--- src/pfrb_pkg.sv ---
// Shared types and constants for the primed frame ring buffer.
`timescale 1ns / 1ps
`default_nettype none

package pfrb_pkg;

    localparam int DEPTH_DEFAULT = 16;

    typedef enum logic [1:0] {
        CMD_PUSH    = 2'd0,
        CMD_POP     = 2'd1,
        CMD_REPLACE = 2'd2,
        CMD_NONE    = 2'd3
    } cmd_t;

    typedef enum logic [2:0] {
        ST_OK         = 3'd0,
        ST_FULL       = 3'd1,
        ST_NOT_PRIMED = 3'd2,
        ST_EMPTY      = 3'd3,
        ST_NO_KEY     = 3'd4
    } status_t;

    // One classified request handed from the front to the back.
    typedef struct packed {
        cmd_t        op;
        logic [63:0] data;
        logic [15:0] len;
        logic        given;
        logic [31:0] value;
    } req_t;

    typedef struct packed {
        status_t     status;
        logic [63:0] data;
        logic [15:0] len;
        logic [31:0] seq;
    } res_t;

endpackage

`default_nettype wire

--- src/pfrb_front.sv ---
// Front end: accepts requests, classifies them and queues them for the back end.
`timescale 1ns / 1ps
`default_nettype none

module pfrb_front import pfrb_pkg::*;
(
    input  wire logic         clk,
    input  wire logic         rst_n,
    input  wire logic         in_valid,
    output logic              in_ready,
    input  wire logic [1:0]   in_cmd,
    input  wire logic [63:0]  in_data,
    input  wire logic [15:0]  in_len,
    input  wire logic         in_given,
    input  wire logic [31:0]  in_value,
    output logic              req_valid,
    input  wire logic         req_ready,
    output req_t              req
);

    req_t       q_reg [2];
    logic       q_wp_reg;
    logic       q_wp_next;
    logic       q_rp_reg;
    logic       q_rp_next;
    logic [1:0] q_cnt_reg;
    logic [1:0] q_cnt_next;
    logic       do_push;
    logic       do_pop;
    req_t       classified;

    // seq_given only matters on a push; drop it elsewhere
    always_comb
    begin
        classified.op    = cmd_t'(in_cmd);
        classified.data  = in_data;
        classified.len   = in_len;
        classified.given = in_given && (cmd_t'(in_cmd) == CMD_PUSH);
        classified.value = in_value;
    end

    assign in_ready  = (q_cnt_reg != 2'd2);
    assign req_valid = (q_cnt_reg != 2'd0);
    assign req       = q_reg[q_rp_reg];
    assign do_push   = in_valid && in_ready;
    assign do_pop    = req_valid && req_ready;

    always_comb
    begin
        q_wp_next  = do_push ? ~q_wp_reg : q_wp_reg;
        q_rp_next  = do_pop ? ~q_rp_reg : q_rp_reg;
        q_cnt_next = q_cnt_reg;
        if (do_push && !do_pop)
        begin
            q_cnt_next = q_cnt_reg + 2'd1;
        end
        else if (!do_push && do_pop)
        begin
            q_cnt_next = q_cnt_reg - 2'd1;
        end
    end

    always_ff @(posedge clk or negedge rst_n)
    begin
        if (!rst_n)
        begin
            q_wp_reg  <= 1'b0;
            q_rp_reg  <= 1'b0;
            q_cnt_reg <= 2'd0;
        end
        else
        begin
            q_wp_reg  <= q_wp_next;
            q_rp_reg  <= q_rp_next;
            q_cnt_reg <= q_cnt_next;
        end
    end

    always_ff @(posedge clk)
    begin
        if (do_push)
        begin
            q_reg[q_wp_reg] <= classified;
        end
    end

endmodule

`default_nettype wire

--- src/pfrb_back.sv ---
// Back end: ring storage, pointers, sequence counter, replace scan and result register.
`timescale 1ns / 1ps
`default_nettype none

module pfrb_back import pfrb_pkg::*;
#(
    parameter int DEPTH = DEPTH_DEFAULT
)
(
    input  wire logic clk,
    input  wire logic rst_n,
    input  wire logic req_valid,
    output logic      req_ready,
    input  wire req_t req,
    output logic      res_valid,
    input  wire logic res_ready,
    output res_t      res
);

    localparam int AW = $clog2(DEPTH);
    localparam int CW = $clog2(DEPTH + 1);

    typedef struct packed {
        logic [63:0] data;
        logic [15:0] len;
        logic [31:0] tag;
    } entry_t;

    typedef enum logic [3:0] {
        BK_IDLE = 4'b0001,
        BK_POP  = 4'b0010,
        BK_SCAN = 4'b0100,
        BK_FIN  = 4'b1000
    } bk_state_t;

    entry_t    mem [DEPTH];
    entry_t    rd_data_reg;

    bk_state_t state_reg, state_next;
    logic [AW-1:0] wr_ptr_reg, wr_ptr_next;
    logic [AW-1:0] rd_ptr_reg, rd_ptr_next;
    logic [CW-1:0] held_reg, held_next;
    logic [31:0]   seq_reg, seq_next;
    logic          primed_reg, primed_next;
    logic [CW-1:0] scan_reg, scan_next;
    logic          cmp_valid_reg, cmp_valid_next;
    logic [AW-1:0] cmp_idx_reg, cmp_idx_next;
    logic [31:0]   key_reg, key_next;
    logic [63:0]   new_data_reg, new_data_next;
    logic [15:0]   new_len_reg, new_len_next;
    status_t       fin_reg, fin_next;
    logic          res_valid_reg, res_valid_next;
    res_t          res_reg, res_next;

    logic          res_free;
    logic          res_load;
    res_t          res_new;
    logic          mem_we;
    logic [AW-1:0] mem_waddr;
    entry_t        mem_wdata;
    logic          mem_re;
    logic [AW-1:0] mem_raddr;
    logic [CW-1:0] n_written;
    logic          wr_last;
    logic          rd_last;

    assign res_free  = !res_valid_reg || res_ready;
    // entries are first written in index order, so the written set is a prefix
    assign n_written = primed_reg ? CW'(DEPTH) : CW'(wr_ptr_reg);
    assign wr_last   = (wr_ptr_reg == AW'(DEPTH - 1));
    assign rd_last   = (rd_ptr_reg == AW'(DEPTH - 1));
    assign res_valid = res_valid_reg;
    assign res       = res_reg;

    always_comb
    begin
        state_next     = state_reg;
        wr_ptr_next    = wr_ptr_reg;
        rd_ptr_next    = rd_ptr_reg;
        held_next      = held_reg;
        seq_next       = seq_reg;
        primed_next    = primed_reg;
        scan_next      = scan_reg;
        cmp_valid_next = cmp_valid_reg;
        cmp_idx_next   = cmp_idx_reg;
        key_next       = key_reg;
        new_data_next  = new_data_reg;
        new_len_next   = new_len_reg;
        fin_next       = fin_reg;
        req_ready      = 1'b0;
        res_load       = 1'b0;
        res_new        = '0;
        mem_we         = 1'b0;
        mem_waddr      = wr_ptr_reg;
        mem_wdata      = '{data: req.data, len: req.len, tag: seq_reg};
        mem_re         = 1'b0;
        mem_raddr      = rd_ptr_reg;

        case (state_reg)
            BK_IDLE:
            begin
                if (req_valid)
                begin
                    case (req.op)
                        CMD_PUSH:
                        begin
                            if (res_free)
                            begin
                                req_ready      = 1'b1;
                                res_load       = 1'b1;
                                res_new.status = ST_OK;
                                if (primed_reg && (held_reg >= CW'(DEPTH - 2)))
                                begin
                                    res_new.status = ST_FULL;
                                end
                                else
                                begin
                                    mem_we      = 1'b1;
                                    held_next   = held_reg + CW'(1);
                                    primed_next = primed_reg || wr_last;
                                    wr_ptr_next = wr_last ? '0 : wr_ptr_reg + AW'(1);
                                    seq_next    = req.given ? req.value : seq_reg + 32'd1;
                                end
                            end
                        end
                        CMD_POP:
                        begin
                            if (!primed_reg || (held_reg == '0))
                            begin
                                if (res_free)
                                begin
                                    req_ready      = 1'b1;
                                    res_load       = 1'b1;
                                    res_new.status = primed_reg ? ST_EMPTY : ST_NOT_PRIMED;
                                end
                            end
                            else
                            begin
                                req_ready  = 1'b1;
                                mem_re     = 1'b1;
                                state_next = BK_POP;
                            end
                        end
                        CMD_REPLACE:
                        begin
                            req_ready      = 1'b1;
                            key_next       = req.value;
                            new_data_next  = req.data;
                            new_len_next   = req.len;
                            scan_next      = '0;
                            cmp_valid_next = 1'b0;
                            state_next     = BK_SCAN;
                        end
                        default:
                        begin
                            if (res_free)
                            begin
                                req_ready      = 1'b1;
                                res_load       = 1'b1;
                                res_new.status = ST_OK;
                            end
                        end
                    endcase
                end
            end
            BK_POP:
            begin
                if (res_free)
                begin
                    res_load       = 1'b1;
                    res_new.status = ST_OK;
                    res_new.data   = rd_data_reg.data;
                    res_new.len    = rd_data_reg.len;
                    res_new.seq    = rd_data_reg.tag;
                    held_next      = held_reg - CW'(1);
                    rd_ptr_next    = rd_last ? '0 : rd_ptr_reg + AW'(1);
                    state_next     = BK_IDLE;
                end
            end
            BK_SCAN:
            begin
                // read of entry k overlaps the tag compare of entry k-1
                if (cmp_valid_reg && (rd_data_reg.tag == key_reg))
                begin
                    mem_we         = 1'b1;
                    mem_waddr      = cmp_idx_reg;
                    mem_wdata      = '{data: new_data_reg, len: new_len_reg, tag: seq_reg};
                    fin_next       = ST_OK;
                    cmp_valid_next = 1'b0;
                    state_next     = BK_FIN;
                end
                else if (scan_reg < n_written)
                begin
                    mem_re         = 1'b1;
                    mem_raddr      = scan_reg[AW-1:0];
                    cmp_valid_next = 1'b1;
                    cmp_idx_next   = scan_reg[AW-1:0];
                    scan_next      = scan_reg + CW'(1);
                end
                else
                begin
                    fin_next       = ST_NO_KEY;
                    cmp_valid_next = 1'b0;
                    state_next     = BK_FIN;
                end
            end
            BK_FIN:
            begin
                if (res_free)
                begin
                    res_load       = 1'b1;
                    res_new.status = fin_reg;
                    state_next     = BK_IDLE;
                end
            end
            default:
            begin
                state_next = BK_IDLE;
            end
        endcase

        res_next       = res_load ? res_new : res_reg;
        res_valid_next = res_load ? 1'b1 : (res_ready ? 1'b0 : res_valid_reg);
    end

    always_ff @(posedge clk or negedge rst_n)
    begin
        if (!rst_n)
        begin
            state_reg     <= BK_IDLE;
            wr_ptr_reg    <= '0;
            rd_ptr_reg    <= '0;
            held_reg      <= '0;
            seq_reg       <= '0;
            primed_reg    <= 1'b0;
            scan_reg      <= '0;
            cmp_valid_reg <= 1'b0;
            res_valid_reg <= 1'b0;
        end
        else
        begin
            state_reg     <= state_next;
            wr_ptr_reg    <= wr_ptr_next;
            rd_ptr_reg    <= rd_ptr_next;
            held_reg      <= held_next;
            seq_reg       <= seq_next;
            primed_reg    <= primed_next;
            scan_reg      <= scan_next;
            cmp_valid_reg <= cmp_valid_next;
            res_valid_reg <= res_valid_next;
        end
    end

    always_ff @(posedge clk)
    begin
        cmp_idx_reg  <= cmp_idx_next;
        key_reg      <= key_next;
        new_data_reg <= new_data_next;
        new_len_reg  <= new_len_next;
        fin_reg      <= fin_next;
        res_reg      <= res_next;
    end

    always_ff @(posedge clk)
    begin
        if (mem_we)
        begin
            mem[mem_waddr] <= mem_wdata;
        end
        if (mem_re)
        begin
            rd_data_reg <= mem[mem_raddr];
        end
    end

endmodule

`default_nettype wire

--- src/primed_frame_ring_buffer.sv ---
// Top level of the primed frame ring buffer.
//
//  channel  dir  tdata (low bit up)                       tuser (low bit up)
//  s_axis   in   frame_data 64, frame_len 16, seq_value 32  cmd 2, seq_given 1
//  m_axis   out  out_data 64, out_len 16, out_seq 32        status 3
//
// Push and no-op are answered from the idle state of the back end; a pop goes
// through a registered read of the single ring memory port. Replace scans the
// written entries, one tag read per cycle through the same port.
// Reset clears pointers, counters and flags; the ring memory is not cleared.
// A 2-deep request queue and the result register let each side stall alone.
`timescale 1ns / 1ps
`default_nettype none

module primed_frame_ring_buffer import pfrb_pkg::*;
#(
    parameter int DEPTH = DEPTH_DEFAULT
)
(
    input  wire logic          clk,
    input  wire logic          rst_n,
    input  wire logic          s_axis_tvalid,
    output logic               s_axis_tready,
    input  wire logic [111:0]  s_axis_tdata,   // frame_data, frame_len, seq_value
    input  wire logic [2:0]    s_axis_tuser,   // cmd, seq_given
    output logic               m_axis_tvalid,
    input  wire logic          m_axis_tready,
    output logic [111:0]       m_axis_tdata,   // out_data, out_len, out_seq
    output logic [2:0]         m_axis_tuser    // status
);

    logic req_valid;
    logic req_ready;
    req_t req;
    res_t res;

    pfrb_front u_front (
        .clk       (clk),
        .rst_n     (rst_n),
        .in_valid  (s_axis_tvalid),
        .in_ready  (s_axis_tready),
        .in_cmd    (s_axis_tuser[1:0]),
        .in_data   (s_axis_tdata[63:0]),
        .in_len    (s_axis_tdata[79:64]),
        .in_given  (s_axis_tuser[2]),
        .in_value  (s_axis_tdata[111:80]),
        .req_valid (req_valid),
        .req_ready (req_ready),
        .req       (req)
    );

    pfrb_back #(
        .DEPTH (DEPTH)
    ) u_back (
        .clk       (clk),
        .rst_n     (rst_n),
        .req_valid (req_valid),
        .req_ready (req_ready),
        .req       (req),
        .res_valid (m_axis_tvalid),
        .res_ready (m_axis_tready),
        .res       (res)
    );

    assign m_axis_tdata = {res.seq, res.len, res.data};
    assign m_axis_tuser = res.status;

endmodule

`default_nettype wire

--- config.mk ---
export PLATFORM = sky130hd
export DESIGN_NAME = primed_frame_ring_buffer
export DESIGN_NICKNAME = d
export VERILOG_FILES = /design/src/pfrb_pkg.sv /design/src/pfrb_front.sv /design/src/pfrb_back.sv /design/src/primed_frame_ring_buffer.sv
export SDC_FILE = /design/constraint.sdc
export NUM_CORES = 2
export LEC_CHECK = 0
export BUFFER_PORTS_ARGS = -buffer_cell sky130_fd_sc_hd__buf_4
export CAP_MARGIN = 40
export CORE_MARGIN = 2
export CORE_UTILIZATION = 55
export DETAILED_ROUTE_END_ITERATION = 16
export PLACE_DENSITY = 0.72
export SETUP_SLACK_MARGIN = 0.5
export SYNTH_ARGS = -nofsm -noshare
export SYNTH_HDL_FRONTEND = slang
export SYNTH_SLANG_ARGS = --single-unit
--- constraint.sdc ---
create_clock -name clk -period 27.7 [get_ports clk]
set_input_delay 2.77 -clock clk [delete_from_list [all_inputs] [get_ports clk]]
set_output_delay 2.77 -clock clk [all_outputs]
set_load 0.02 [all_outputs]
==> run_results.csv <==
group,metric,value,unit
die,fp-row-count,150,
worst_setup_path,crit_chain,"xnor2_1 -> nand4_1 -> nor4_2 -> nand3_2 -> nand3_2 -> mux2i_4 -> buf_12 -> buf_4 -> buf_4 -> buf_16 -> buf_4 -> mux2i_1 -> o22ai_1 -> or4_1",
run,cap_violations,0,
grt,grt_pass1_wl,315200,µm
sta,fmax,0.1395,GHz
worst_setup_path,worst-path-max-fanout,124,
synthesis,syn_avg_cell_area,18.68,µm²
power_and_ir_drop,powerDensity,106.4,mW/mm²
routing,wirelength,219500,µm
routing,viasPerCell,6.207,
die,initial_core_util,55.33,%
synthesis,netlist_instances,4942,
sta,fin_crit_sh,25.87,%
clocking,holdBufCountCts,0,
die,io_pins,236,
worst_setup_path,critPathRequiredTime,28290,ps
layout,drive_gt1_share,16.50,%
clocking,path_clk_slew,60,ps
placed_design,dp_hpwl,110900,µm
sta,setup_viol,0,
layout,fin_nets,5375,
clocking,cts_tree,"yes",
sta,finalSetupTns,0,ps
layout,syn2layout_area_growth,13.21,%
clocking,ctsResizeCount,0,
sta,post-route-min-period,7166,ps
power_and_ir_drop,leakage,37.29,nW
sta,finClkSkew,31.92,ps
clocking,clock_sinks,2427,
synthesis,yosysWarnings,0,
clocking,clockBufferDepth,3,
worst_setup_path,critPathArrivalTime,7760,ps
worst_setup_path,end_kind,"flop",
power_and_ir_drop,ir_drop,0.1055,mV
layout,fill_cells,11200,
sta,rsz0062_at_grt,"no",
synthesis,ys_async_sr_fraction,2.513,%
worst_setup_path,slowest_stage,"buf_4",
synthesis,synth_area,0.09231,mm²
grt,track_usage,25.44,%
die,fp.dieH,413.7,µm
clocking,postCtsSetupRepairBufs,0,
worst_setup_path,max_stage_delay,810,ps
sta,relSlewSlack,19.67,%
synthesis,synth-edff-count,2366,
synthesis,synth_flop_cell,"edfxtp_1",
grt,antenna_found_initial,7,
die,die_w,413.7,µm
min_path,hold_path.class,"flop to flop",
clocking,clk_latency,870,ps
routing,post_drt_wl_per_cell,28.73,µm
power_and_ir_drop,total_power,11.12,mW
synthesis,ys_seq_area_share,78.62,%
placed_design,portBuffers,235,
clocking,htree_levels,4,
die,dieArea,0.1711,mm²
sta,hold_viol,0,
synthesis,ys_seq_elements,2427,
layout,largest_reg_flops,1792,
routing,drcViolationCount,0,
sta,tightest_slew,1205,ps
placed_design,place_congestion,0.8648,
grt,grt_pass1_vias,46490,
clocking,root_buffer,"clkbuf_16",
outcome,status,"finished, final reports clean",
worst_setup_path,crit_path_start_kind,"flop",
synthesis,ys_types,58,
routing,postRouteAntennaNets,0,
worst_setup_path,crit_top_cell,"buf_4",
synthesis,synth.net_count,5077,
grt,grt_max_degree,149,
routing,dr.pass1.iters,7,
sta,drv_slew,0,
worst_setup_path,path_class,"flop to flop",
clocking,cts_inserted_buffers,227,
routing,vias,47410,
routing,drtIter0Drc,5486,
die,fp.coreArea,0.1668,mm²
grt,gr-total-overflow,0,
-- critical path, delay by kind of cell (launching register included) --
kind | cells | cell delay, ps
muxes | 2 | 650
AOI/OAI and AO/OA | 1 | 120
and+or+nand+nor | 5 | 1910
DFF | 1 | 390
buffers and inverters | 5 | 2960
xor gates and xnor gates | 1 | 420
-- final timing paths --
path / from / slack (ps) / to / depth (start not counted)
min in group asynchronous: rst_n / 2030 / u_back.res_valid$_DFFE_PN0P_ / 1
max in group asynchronous: rst_n / 25000 / u_front.q_rp_reg$_DFFE_PN0P_ / 1
hold reg to reg: u_front.q_cnt_reg[1]$_DFFE_PN0P_ / 490 / u_front.q_cnt_reg[1]$_DFFE_PN0P_ / 1
hold / removal: u_front.q_cnt_reg[1]$_DFFE_PN0P_ / 490 / u_front.q_cnt_reg[1]$_DFFE_PN0P_ / 1
setup reg to reg: u_back.rd_data_reg[7]$_DFFE_PP_ / 20530 / u_back.rd_data_reg[53]$_DFFE_PP_ / 14
setup / recovery: u_back.rd_data_reg[7]$_DFFE_PP_ / 20530 / u_back.rd_data_reg[53]$_DFFE_PP_ / 14
-- metal layers --
layer	global-route usage (%)	routed length (µm)	vias to the layer above
met5	0	27	-
met1	34.23	85650	24310
met2	42.99	110300	2198
met4	8.313	6670	4
met3	3.669	16880	367
li1	-	-	20540
-- layout by cell type (no fill, tap or decap), types with 29 or more instances in the layout --
cell type     n
mux2_2      197
clkbuf_1     57
o22ai_1     461
a21oi_1      63
edfxtp_1   2366
dfrtp_1      59
o21ai_0      35
clkinv_1     47
nand2_1      66
clkbuf_16   229
buf_4       291
mux2i_1     900
or4_1       115
and3_1      122
xnor2_1      29
nor2_1       49
clkinv_2     46
-- layout make-up --
| type | instances | area, µm² | share of cell area (%) |
|---|---|---|---|
| Sequential cell | 2427 | 72580 | 69.45 |
| Multi-Input combinational cell | 2222 | 18550 | 17.75 |
| Clock buffer | 288 | 5972 | 5.715 |
| Timing Repair Buffer | 341 | 3373 | 3.228 |
| Tap cell | 2204 | 2758 | 2.639 |
| Clock inverter | 130 | 1172 | 1.122 |
| Inverter | 21 | 81.33 | 0.07783 |
| Antenna cell | 6 | 15.01 | 0.01437 |
-- logic make-up after synthesis --
logic type      after synthesis  share of synthesized area (%)
compound gates              594                          3.965
xor+xnor                     47                         0.4459
fa+ha+maj                    16                         0.2250
buf+inv                     293                          1.582
flops                      2427                          78.62
mux                        1099                          12.18
simple gates                466                          2.977
-- synthesized netlist by cell type, types with 5 or more instances --
| master | count | area [µm²] |
|---|---|---|
| mux2i_1 | 902 | 9029 |
| nor2b_1 | 5 | 31.28 |
| buf_1 | 11 | 41.29 |
| xnor2_1 | 29 | 254.0 |
| buf_2 | 134 | 670.6 |
| nand4_1 | 10 | 62.56 |
| nor2_1 | 66 | 247.7 |
| or4_1 | 115 | 863.3 |
| and3_1 | 123 | 769.5 |
| nor4_1 | 7 | 43.79 |
| xor2_1 | 18 | 157.7 |
| nand2_1 | 66 | 247.7 |
| edfxtp_1 | 2366 | 71050 |
| o22ai_1 | 461 | 2884 |
| nor3b_1 | 6 | 45.04 |
| a31oi_1 | 9 | 56.30 |
| clkbuf_1 | 93 | 349.1 |
| o21ai_0 | 36 | 180.2 |
| ha_1 | 15 | 187.7 |
| buf_4 | 15 | 112.6 |
| nor4b_1 | 5 | 43.79 |
| dfrtp_1 | 60 | 1501 |
| buf_6 | 18 | 202.7 |
| nand3_1 | 25 | 125.1 |
| mux2_2 | 197 | 2218 |
| inv_1 | 21 | 78.83 |
| nor3_1 | 11 | 55.05 |
| a21oi_1 | 65 | 325.3 |
-- through the flow --
| stage | worst slack (ps) | utilization [%] | std cells | cell area, µm² | hold WS, ps |
|---|---|---|---|---|---|
| 4_1_cts | 20780 | 62.62 | 7633 | 104500 | 492.7 |
| 3_3_place_gp | 20040 | 57.81 | 7176 | 96450 | 481.4 |
| 5_1_grt | 20330 | 62.63 | 7635 | 104500 | 521.3 |
| 6_report | 20530 | 62.63 | 7639 | 104500 | 491.8 |
| 2_1_floorplan | 17260 | - | 4942 | 92310 | 458.8 |
| 3_5_place_dp | 20780 | 58.34 | 7215 | 97340 | 479.5 |
-- where the power goes --
part	leakage [nW]	internal [mW]	switching (mW)	total [mW]
logic	11.6	1.07	1.87	2.94
registers	22.2	4.90	0.275	5.17
clock network	3.49	1.69	1.32	3.01
Note: power is estimated with default switching activity, not from simulation.
